$ cat config.mk
export PLATFORM = sky130hd
export DESIGN_NAME = sorted_priority_queue
export DESIGN_NICKNAME = d
export VERILOG_FILES = /design/src/hw/rtl/spq_pkg.sv /design/src/hw/rtl/spq_ctrl.sv /design/src/hw/rtl/spq_dp.sv /design/src/hw/rtl/sorted_priority_queue.sv
export VERILOG_INCLUDE_DIRS = /design/src /design/src/hw/rtl
export SDC_FILE = /design/constraint.sdc
export NUM_CORES = 2
export LEC_CHECK = 0
export BUFFER_PORTS_ARGS = -buffer_cell sky130_fd_sc_hd__buf_2
export CORE_MARGIN = 5
export CORE_UTILIZATION = 41
export DETAILED_ROUTE_END_ITERATION = 7
export GPL_TIMING_DRIVEN = 0
export PLACE_DENSITY = 0.61
export SKIP_LAST_GASP = 1
export SLEW_MARGIN = 20
export SYNTH_ARGS = -nofsm -noshare
export SYNTH_HDL_FRONTEND = slang
export SYNTH_SLANG_ARGS = --single-unit
$ cat constraint.sdc
create_clock -name clk -period 9.4 [get_ports clk]
set_input_delay 0.47 -clock clk [delete_from_list [all_inputs] [get_ports clk]]
set_output_delay 0.47 -clock clk [all_outputs]
set_load 0.03 [all_outputs]
$ cat src/hw/rtl/sorted_priority_queue_defines.svh
// Assertion macros shared by the sorted priority queue modules
`ifndef SORTED_PRIORITY_QUEUE_DEFINES_SVH
`define SORTED_PRIORITY_QUEUE_DEFINES_SVH

// Same-cycle implication, sampled on clk, off while rst_n is low
`define SPQ_ASSERT_IMP(lbl, ante, cons, msg) \
  lbl: assert property (@(posedge clk) disable iff (!rst_n) (ante) |-> (cons)) else $error(msg);

// Next-cycle implication, sampled on clk, off while rst_n is low
`define SPQ_ASSERT_NXT(lbl, ante, cons, msg) \
  lbl: assert property (@(posedge clk) disable iff (!rst_n) (ante) |=> (cons)) else $error(msg);

`endif

$ cat src/hw/rtl/spq_pkg.sv
// Package: widths, status codes and shared types of the sorted priority queue
package spq_pkg;

  localparam int unsigned QUEUE_DEPTH = 16;
  localparam int unsigned KEY_DIGITS  = 10;

  localparam int unsigned KEY_W = 34;
  localparam int unsigned PAY_W = 32;
  localparam int unsigned DIG_W = 4;
  localparam int unsigned ST_W  = 3;
  localparam int unsigned OCC_W = 5;

  // Result status codes
  typedef enum logic [ST_W-1:0] {
    ST_INSERTED = 3'd0,
    ST_BADLEN   = 3'd1,
    ST_REMOVED  = 3'd2,
    ST_EMPTY    = 3'd3,
    ST_FULL     = 3'd4
  } status_t;

  // Controller to datapath commands
  typedef struct packed {
    logic    capture;
    logic    do_insert;
    logic    do_remove;
    logic    emit;
    status_t code;
  } spq_cmd_t;

  // Datapath to controller status
  typedef struct packed {
    logic is_insert;
    logic len_ok;
    logic full;
    logic empty;
  } spq_stat_t;

endpackage

$ cat src/hw/rtl/spq_ctrl.sv
// Controller: request sequencing and result code decision
`include "sorted_priority_queue_defines.svh"

module spq_ctrl (
  input  logic               clk,
  input  logic               rst_n,
  input  logic               start,
  input  spq_pkg::spq_stat_t st,
  output spq_pkg::spq_cmd_t  cmd,
  output logic               busy
);

  typedef enum logic [1:0] {
    S_IDLE = 2'b01,
    S_EXEC = 2'b10
  } state_t;

  state_t state_r;
  state_t state_nxt;

  // Advance state
  always_ff @(posedge clk) begin
    if (!rst_n) begin
      state_r <= S_IDLE;
    end else begin
      state_r <= state_nxt;
    end
  end

  // Decode the captured request into datapath commands
  always_comb begin
    state_nxt     = state_r;
    cmd.capture   = 1'b0;
    cmd.do_insert = 1'b0;
    cmd.do_remove = 1'b0;
    cmd.emit      = 1'b0;
    cmd.code      = spq_pkg::ST_INSERTED;
    case (state_r)
      S_IDLE: begin
        if (start) begin
          cmd.capture = 1'b1;
          state_nxt   = S_EXEC;
        end
      end
      S_EXEC: begin
        cmd.emit  = 1'b1;
        state_nxt = S_IDLE;
        if (st.is_insert) begin
          if (!st.len_ok) begin
            cmd.code = spq_pkg::ST_BADLEN;
          end else if (st.full) begin
            cmd.code = spq_pkg::ST_FULL;
          end else begin
            cmd.code      = spq_pkg::ST_INSERTED;
            cmd.do_insert = 1'b1;
          end
        end else begin
          if (st.empty) begin
            cmd.code = spq_pkg::ST_EMPTY;
          end else begin
            cmd.code      = spq_pkg::ST_REMOVED;
            cmd.do_remove = 1'b1;
          end
        end
      end
      default: begin
        state_nxt = S_IDLE;
      end
    endcase
  end

  assign busy = (state_r == S_EXEC);

  `SPQ_ASSERT_NXT(a_accept_busy, start && !busy, busy, "accepted beat did not raise busy")
  `SPQ_ASSERT_NXT(a_exec_one, busy, !busy, "execute phase lasted more than one cycle")
  `SPQ_ASSERT_IMP(a_one_op, cmd.do_insert || cmd.do_remove, cmd.emit && !(cmd.do_insert && cmd.do_remove), "conflicting queue operations")

endmodule

$ cat src/hw/rtl/spq_dp.sv
// Datapath: request register, row of compare-and-shift cells, result register
`include "sorted_priority_queue_defines.svh"

module spq_dp #(
  parameter int unsigned QUEUE_DEPTH = spq_pkg::QUEUE_DEPTH
) (
  input  logic                      clk,
  input  logic                      rst_n,
  input  logic                      in_req_type,
  input  logic [spq_pkg::KEY_W-1:0] in_key,
  input  logic [spq_pkg::DIG_W-1:0] in_key_digits,
  input  logic [spq_pkg::PAY_W-1:0] in_payload,
  input  spq_pkg::spq_cmd_t         cmd,
  output spq_pkg::spq_stat_t        st,
  output logic                      out_valid,
  output logic [spq_pkg::ST_W-1:0]  out_status,
  output logic [spq_pkg::KEY_W-1:0] out_key,
  output logic [spq_pkg::PAY_W-1:0] out_payload,
  output logic [spq_pkg::OCC_W-1:0] out_occupancy
);

  localparam int unsigned CNT_W = $clog2(QUEUE_DEPTH + 1);

  // Captured request
  logic                      req_type_r;
  logic [spq_pkg::KEY_W-1:0] req_key_r;
  logic [spq_pkg::DIG_W-1:0] req_digits_r;
  logic [spq_pkg::PAY_W-1:0] req_pay_r;

  // Entry cells, slot 0 holds the smallest key
  logic [spq_pkg::KEY_W-1:0] ekey_r [QUEUE_DEPTH];
  logic [spq_pkg::PAY_W-1:0] epay_r [QUEUE_DEPTH];
  logic [spq_pkg::KEY_W-1:0] ekey_nxt [QUEUE_DEPTH];
  logic [spq_pkg::PAY_W-1:0] epay_nxt [QUEUE_DEPTH];
  logic [QUEUE_DEPTH-1:0]    le;

  logic [CNT_W-1:0] count_r;
  logic [CNT_W-1:0] count_nxt;

  logic                      out_valid_r;
  logic [spq_pkg::ST_W-1:0]  out_status_r;
  logic [spq_pkg::KEY_W-1:0] out_key_r;
  logic [spq_pkg::PAY_W-1:0] out_pay_r;
  logic [spq_pkg::OCC_W-1:0] out_occ_r;

  // Hold the request beat
  always_ff @(posedge clk) begin
    if (cmd.capture) begin
      req_type_r   <= in_req_type;
      req_key_r    <= in_key;
      req_digits_r <= in_key_digits;
      req_pay_r    <= in_payload;
    end
  end

  // Report request and fill status to the controller
  always_comb begin
    st.is_insert = ~req_type_r;
    st.len_ok    = ({1'b0, req_digits_r} == 5'(spq_pkg::KEY_DIGITS));
    st.full      = (count_r == CNT_W'(QUEUE_DEPTH));
    st.empty     = (count_r == '0);
  end

  // Each cell compares itself with the new key and picks keep, load or shift
  for (genvar i = 0; i < QUEUE_DEPTH; i++) begin : g_cell
    assign le[i] = (CNT_W'(i) < count_r) && (ekey_r[i] <= req_key_r);

    always_comb begin
      ekey_nxt[i] = ekey_r[i];
      epay_nxt[i] = epay_r[i];
      if (cmd.do_insert) begin
        if (!le[i]) begin
          ekey_nxt[i] = req_key_r;
          epay_nxt[i] = req_pay_r;
        end
      end
    end

    if (i == 0) begin : g_head
      always_ff @(posedge clk) begin
        if (cmd.do_remove && (QUEUE_DEPTH > 1)) begin
          ekey_r[i] <= ekey_r[(i + 1) % QUEUE_DEPTH];
          epay_r[i] <= epay_r[(i + 1) % QUEUE_DEPTH];
        end else begin
          ekey_r[i] <= ekey_nxt[i];
          epay_r[i] <= epay_nxt[i];
        end
      end
    end else if (i == QUEUE_DEPTH - 1) begin : g_tail
      always_ff @(posedge clk) begin
        if (cmd.do_insert && !le[i] && !le[i-1]) begin
          ekey_r[i] <= ekey_r[i-1];
          epay_r[i] <= epay_r[i-1];
        end else begin
          ekey_r[i] <= ekey_nxt[i];
          epay_r[i] <= epay_nxt[i];
        end
      end
    end else begin : g_mid
      always_ff @(posedge clk) begin
        if (cmd.do_remove) begin
          ekey_r[i] <= ekey_r[i+1];
          epay_r[i] <= epay_r[i+1];
        end else if (cmd.do_insert && !le[i] && !le[i-1]) begin
          ekey_r[i] <= ekey_r[i-1];
          epay_r[i] <= epay_r[i-1];
        end else begin
          ekey_r[i] <= ekey_nxt[i];
          epay_r[i] <= epay_nxt[i];
        end
      end
    end
  end

  // Advance the fill count
  always_comb begin
    count_nxt = count_r;
    if (cmd.do_insert) begin
      count_nxt = count_r + CNT_W'(1);
    end else if (cmd.do_remove) begin
      count_nxt = count_r - CNT_W'(1);
    end
  end

  always_ff @(posedge clk) begin
    if (!rst_n) begin
      count_r     <= '0;
      out_valid_r <= 1'b0;
    end else begin
      count_r     <= count_nxt;
      out_valid_r <= cmd.emit;
    end
  end

  // Register the result beat
  always_ff @(posedge clk) begin
    if (cmd.emit) begin
      out_status_r <= cmd.code;
      out_key_r    <= cmd.do_remove ? ekey_r[0] : '0;
      out_pay_r    <= cmd.do_remove ? epay_r[0] : '0;
      out_occ_r    <= spq_pkg::OCC_W'(count_nxt);
    end
  end

  assign out_valid     = out_valid_r;
  assign out_status    = out_status_r;
  assign out_key       = out_key_r;
  assign out_payload   = out_pay_r;
  assign out_occupancy = out_occ_r;

  `SPQ_ASSERT_IMP(a_cnt_bound, 1'b1, count_r <= CNT_W'(QUEUE_DEPTH), "fill count past queue depth")
  `SPQ_ASSERT_IMP(a_no_full_ins, cmd.do_insert, count_r < CNT_W'(QUEUE_DEPTH), "insert into full queue")
  `SPQ_ASSERT_IMP(a_head_sorted, count_r >= CNT_W'(2), ekey_r[0] <= ekey_r[1], "head entries out of order")

endmodule

$ cat src/hw/rtl/sorted_priority_queue.sv
// Sorted priority queue: a request is taken when start is high and busy is low.
// The request registers capture the accepted beat; at the edge after the accepting edge
// the cell row is updated and out_valid rises with the registered result beat.
// busy is high in the update cycle of the compare-and-shift cell row, so no new
// request is taken until the last one has updated the queue.
// Reset: synchronous active-low rst_n empties the queue and clears control state;
// entry cells are not cleared. Results cannot be stalled by the receiver.
module sorted_priority_queue #(
  parameter int unsigned QUEUE_DEPTH = spq_pkg::QUEUE_DEPTH
) (
  input  logic                      clk,
  input  logic                      rst_n,
  input  logic                      start,
  output logic                      busy,
  input  logic                      in_req_type,
  input  logic [spq_pkg::KEY_W-1:0] in_key,
  input  logic [spq_pkg::DIG_W-1:0] in_key_digits,
  input  logic [spq_pkg::PAY_W-1:0] in_payload,
  output logic                      out_valid,
  output logic [spq_pkg::ST_W-1:0]  out_status,
  output logic [spq_pkg::KEY_W-1:0] out_key,
  output logic [spq_pkg::PAY_W-1:0] out_payload,
  output logic [spq_pkg::OCC_W-1:0] out_occupancy
);

  spq_pkg::spq_cmd_t  cmd;
  spq_pkg::spq_stat_t st;

  spq_ctrl u_ctrl (
    .clk   (clk),
    .rst_n (rst_n),
    .start (start),
    .st    (st),
    .cmd   (cmd),
    .busy  (busy)
  );

  spq_dp #(
    .QUEUE_DEPTH (QUEUE_DEPTH)
  ) u_dp (
    .clk           (clk),
    .rst_n         (rst_n),
    .in_req_type   (in_req_type),
    .in_key        (in_key),
    .in_key_digits (in_key_digits),
    .in_payload    (in_payload),
    .cmd           (cmd),
    .st            (st),
    .out_valid     (out_valid),
    .out_status    (out_status),
    .out_key       (out_key),
    .out_payload   (out_payload),
    .out_occupancy (out_occupancy)
  );

endmodule
# Word level (Yosys, flattened, before mapping)
# Memories as Yosys holds them, arrays and structs flattened.
# Cells that the tools add are included.
# word_totals
register_bits	153
ram_bits	1056
input_bits	74
output_inout_bits	76
word_cells	403
mem_count	2
# mem_list
memory	words	word_bits	read_ports	rd_clocked_by_memory_dff	wr	line	source
u_dp.ekey_r	16	34	16	0	16	spq_dp.sv:31	logic [spq_pkg::KEY_W-1:0] ekey_r [QUEUE_DEPTH];
u_dp.epay_r	16	32	16	0	16	spq_dp.sv:32	logic [spq_pkg::PAY_W-1:0] epay_r [QUEUE_DEPTH];
# op_classes
n_addsub	2
magnitude_cmp	32
eq_ne	4
muxes	228
bitwise_logic	60
reduce_logical	64
# op_table
op	count
$mux 34	62
$mux 32	62
$le 34x34->1	16
$mux 1	98
$or 1x1->1	60
$logic_and 1x1->1	46
$lt 4x5->1 const A	8
$lt 3x5->1 const A	4
$logic_not 1->1	16
$lt 1x5->1 const A	2
$lt 2x5->1 const A	2
$mux 5	2
$mux 3	3
$mux 6	1
$add 5x1->5 const B	1
$eq 5x5->1 const B	1
$logic_not 5->1	1
$sub 5x1->5 const B	1
$eq 4x4->1 const B	1
$eq 2x1->1 const B	1
$eq 2x2->1 const B	1
$reduce_and 2->1	1

# Logic depth before layout (Yosys ltp)
# depth
word_depth	12
depth_mapped	13
ltp_nobuf	10

# Hierarchy
# A second synthesis with hierarchy kept.
# unflattened
cells_unflattened	6312
area_unflattened_um2	69939.6
# by_module_without_submodules
module	n_inst	cells_per_inst	area_per_inst_um2	seq_area_each_um2
spq_dp	1	6297	69819.5	36184.7
spq_ctrl	1	15	120.1	40.0

# Least setup slack after synthesis
# Ideal clock, no wire load.
# synth_path
kind	flip-flop to flip-flop
startpoint	register u_ctrl.state_r[1]
endpoint	memory u_dp.ekey_r[0][0] (netlist name), enable pin
setup_ps	587
arrival_time_ps	9824
t_required_ps	8813
setup_slack_ps	-1011
stages_incl_launch_ff	5
path_buffers	0
period_less_slack_ps	10411
cell_sequence	dfxtp_1 nor2b_1 and3_1 nand2_1 o31ai_1
# synth_lines
element	line	source
start, declared	spq_ctrl.sv:18	state_t state_r;
start signal, assigned	spq_ctrl.sv:26	state_r <= state_nxt;
end, declared	spq_dp.sv:31	

==> metrics.yaml <==
min_period_ns: 6.886
numClockSinks: 1209
start_util_pct: 41.27
grt_max_degree: 42
synth.net_count: 6490
worst-path-max-fanout: 16
area_growth_pct: 15.65
viasPerCell: 6.218
fp.dieW_um: 415.0
synth_top_area_share_pct: 53.63
place.gp.congestion: 0.9555
wl_met3_um: 26170
synth.distinct_cells: 75
drt_wl_total_um: 269800
timing.fmax_ghz: 0.1452
finalNetCount: 6921
numCtsBuffers: 144
setup_ws_ns: 2.514
hpwl_um: 201800
grt_usage_pct: 30.31
final-max-slew-violation-count: 0
critPathKind: "reg2reg"
status: "finished, final reports clean"
clk_path_buf_depth: 3
drv_cap: 0
worst_setup_path_start_kind: "flip-flop"
min_path_type: "in2reg"
drc: 0
cts_resized: 0
dpl.cell_count: 8257
grt_pass1_wl_um: 379900
grt_overflow: 0
num_vias: 53450
synth_area_leader_cell: "edfxtp_1"
rows: 148
async_flop_share_pct: 0
period_share_pct: 73.26
drt_first_pass_iters: 6
yosysWarnings: 0
io_buffers: 149
path_clk_slew_ns: 0.06
crit_arrival_ns: 7.40
fin_skew_ns: 0.04794
synth-seq-cells: 1209
syn_area_per_cell_um2: 11.46
topRoutingLayerUsed: "met5"
finalSetupViolCount: 0
dp_slack_ns: 2.677
netlist_top_cells_count: "nand2_1, edfxtp_1, ha_1, mux2_2, a21oi_1"
io_pins: 150
drive_gt1_share_pct: 15.63
grt_pass1_vias: 52210
ys.flop_type: "edfxtp_1"
vdd_drop_max_v: 0.0001643
leakage_uw: 0.02864
rsz0062_at_grt: "no"
p_per_area_nw_per_um2: 162.5
netlist_area_um2: 67240
core-area_um2: 163000
worstSetupEndpointType: "flip-flop"
ant_nets: 0
antenna_found_initial: 14
r2r_slack_ns: 2.51
avgRoutedWirePerCell_um: 31.38
syn-instance-count: 5869
drt_iter0_drc: 7219
wl_met1_um: 105300
tightest_slew_ns: 1.271
clk-insertion-delay-late_ns: 0.82
die_area_um2: 172200
routed-wl-met2_um: 119300
synthTopCellsByArea: "edfxtp_1, ha_1, mux2_2, nand2_1, a21oi_1"
die_y_um: 415.0
synth_edf_count: 1201
hold_violations: 0
synth.most_common_cell: "nand2_1"
synth_seq_area_share_pct: 53.87
cts_root_buf: "clkbuf_16"
max_slew_margin_pct: 15.30
h-tree-depth: 4
critPathRequiredTime_ns: 9.91
cts_tree: "done"
stdcell_count: 8597
==> where the power goes <==
part	switching [uW]	leakage, uW	total (uW)	internal, uW
Clock	2510	0.00229	5760	3250
Sequential	34.7	0.0108	6010	5970
Combinational	517	0.0155	871	353
==> logic make-up after synthesis <==
family	synth area share (%)
buffers and inverters	2.916
xor gates and xnor gates	0.03908
muxes	7.766
AOI/OAI and AO/OA	13.99
adders and majority gates	10.18
and+or+nand+nor	11.24
DFF	53.87
==> metrics by stage <==
stage | total power [uW] | instance area, um2 | TNS (ns) | hold slack [ns] | utilization [%]
2_1_floorplan | 6653 | 67250 | 0 | 0.5142 | -
3_3_place_gp | 6912 | 70720 | -3738.12 | 0.5257 | 43.40
3_5_place_dp | 6950 | 72270 | 0 | 0.5324 | 44.35
4_1_cts | 12680 | 77740 | 0 | 0.08554 | 47.71
5_1_grt | 13000 | 77740 | 0 | 0.1094 | 47.71
6_report | 12630 | 77770 | 0 | 0.1292 | 47.72
==> metal layers <==
| layer | vias up | global-route usage (%) |
|---|---|---|
| li1 | 23120 | - |
| met1 | 26560 | 38.95 |
| met2 | 3078 | 46.74 |
| met3 | 687 | 7.041 |
| met4 | 10 | 18.15 |
| met5 | - | 0 |
==> flip-flops by register name, indices dropped and copies added, names as in the netlist <==
register and flops:
u_dp.out_key 34, u_dp.req_key_r 34, u_dp.req_digits_r 4, u_dp.req_type_r 1, u_dp.epay_r 512, u_ctrl.state_r 2
u_dp.out_valid 1, u_dp.out_payload 32, u_dp.out_status 3, u_dp.count_r 5, u_dp.ekey_r 544, u_dp.out_occupancy 5
u_dp.req_pay_r 32
==> final cells by class <==
cell class	count	area [um2]
tap	2175	2721
fill	14970	85190
clock inverter	91	1023
multi-input combinational	4199	29270
clock buffer	167	3732
timing repair buffer	285	2795
inverter	83	311.5
buffer	378	1664
sequential	1209	36220
antenna	10	25.02
==> cells in the final DEF, fill, tap and decap left out, drive strengths merged, types with 10 or more instances in the layout <==
| master | Yosys | layout |
|---|---|---|
| a22oi | 202 | 202 |
| a31oi | 71 | 71 |
| and3 | 10 | 10 |
| buf | 122 | 335 |
| diode | 0 | 10 |
| a211oi | 22 | 22 |
| nand3 | 67 | 67 |
| nand4 | 108 | 108 |
| a21o | 174 | 174 |
| o211ai | 53 | 53 |
| nor3 | 24 | 24 |
| nor4 | 12 | 12 |
| dlygate4sd3 | 0 | 72 |
| edfxtp | 1201 | 1201 |
| mux2 | 462 | 462 |
| clkbuf | 256 | 423 |
| a221oi | 12 | 12 |
| clkinv | 0 | 64 |
| nand2 | 1250 | 1250 |
| nor2b | 25 | 25 |
| bufinv | 0 | 13 |
| and2 | 78 | 78 |
| and4 | 15 | 15 |
| nand2b | 11 | 11 |
| inv | 83 | 92 |
| a221o | 169 | 169 |
| nor2 | 150 | 150 |
| a21oi | 372 | 372 |
| ha | 547 | 547 |
| o21ai | 291 | 291 |
==> timing repair <==
action,in CTS,in global routing
endpoints found under the hold margin,73,0
buffers inserted,0,0
hold buffers,72,0
==> worst max-delay path, stage by stage, from the launching register on <==
cell and delay (ns):
edfxtp_1 0.45, inv_1 0.68, ha_1 0.28, nand4_1 0.39, nor4_1 0.78, nor3b_1 0.93, a21oi_1 0.48, nor4b_4 0.56
buf_6 0.24, buf_2 0.75, clkbuf_1 0.78, o21ai_0 0.22
==> worst paths after layout <==
| kind | cells past startpoint | end | from |
|---|---|---|---|
| worst min-delay path | 3 | u_dp.req_key_r[30]$_DFFE_PP_ | start |
| worst min register to register | 2 | u_dp.epay_r[0][27]$_DFFE_PP_ | u_dp.epay_r[0][59]$_DFFE_PP_ |
| worst max-delay path | 11 | u_dp.ekey_r[0][35]$_DFFE_PP_ | u_dp.req_key_r[33]$_DFFE_PP_ |
| worst max register to register | 11 | u_dp.ekey_r[0][35]$_DFFE_PP_ | u_dp.req_key_r[33]$_DFFE_PP_ |
(Power assumes the default switching activity.)
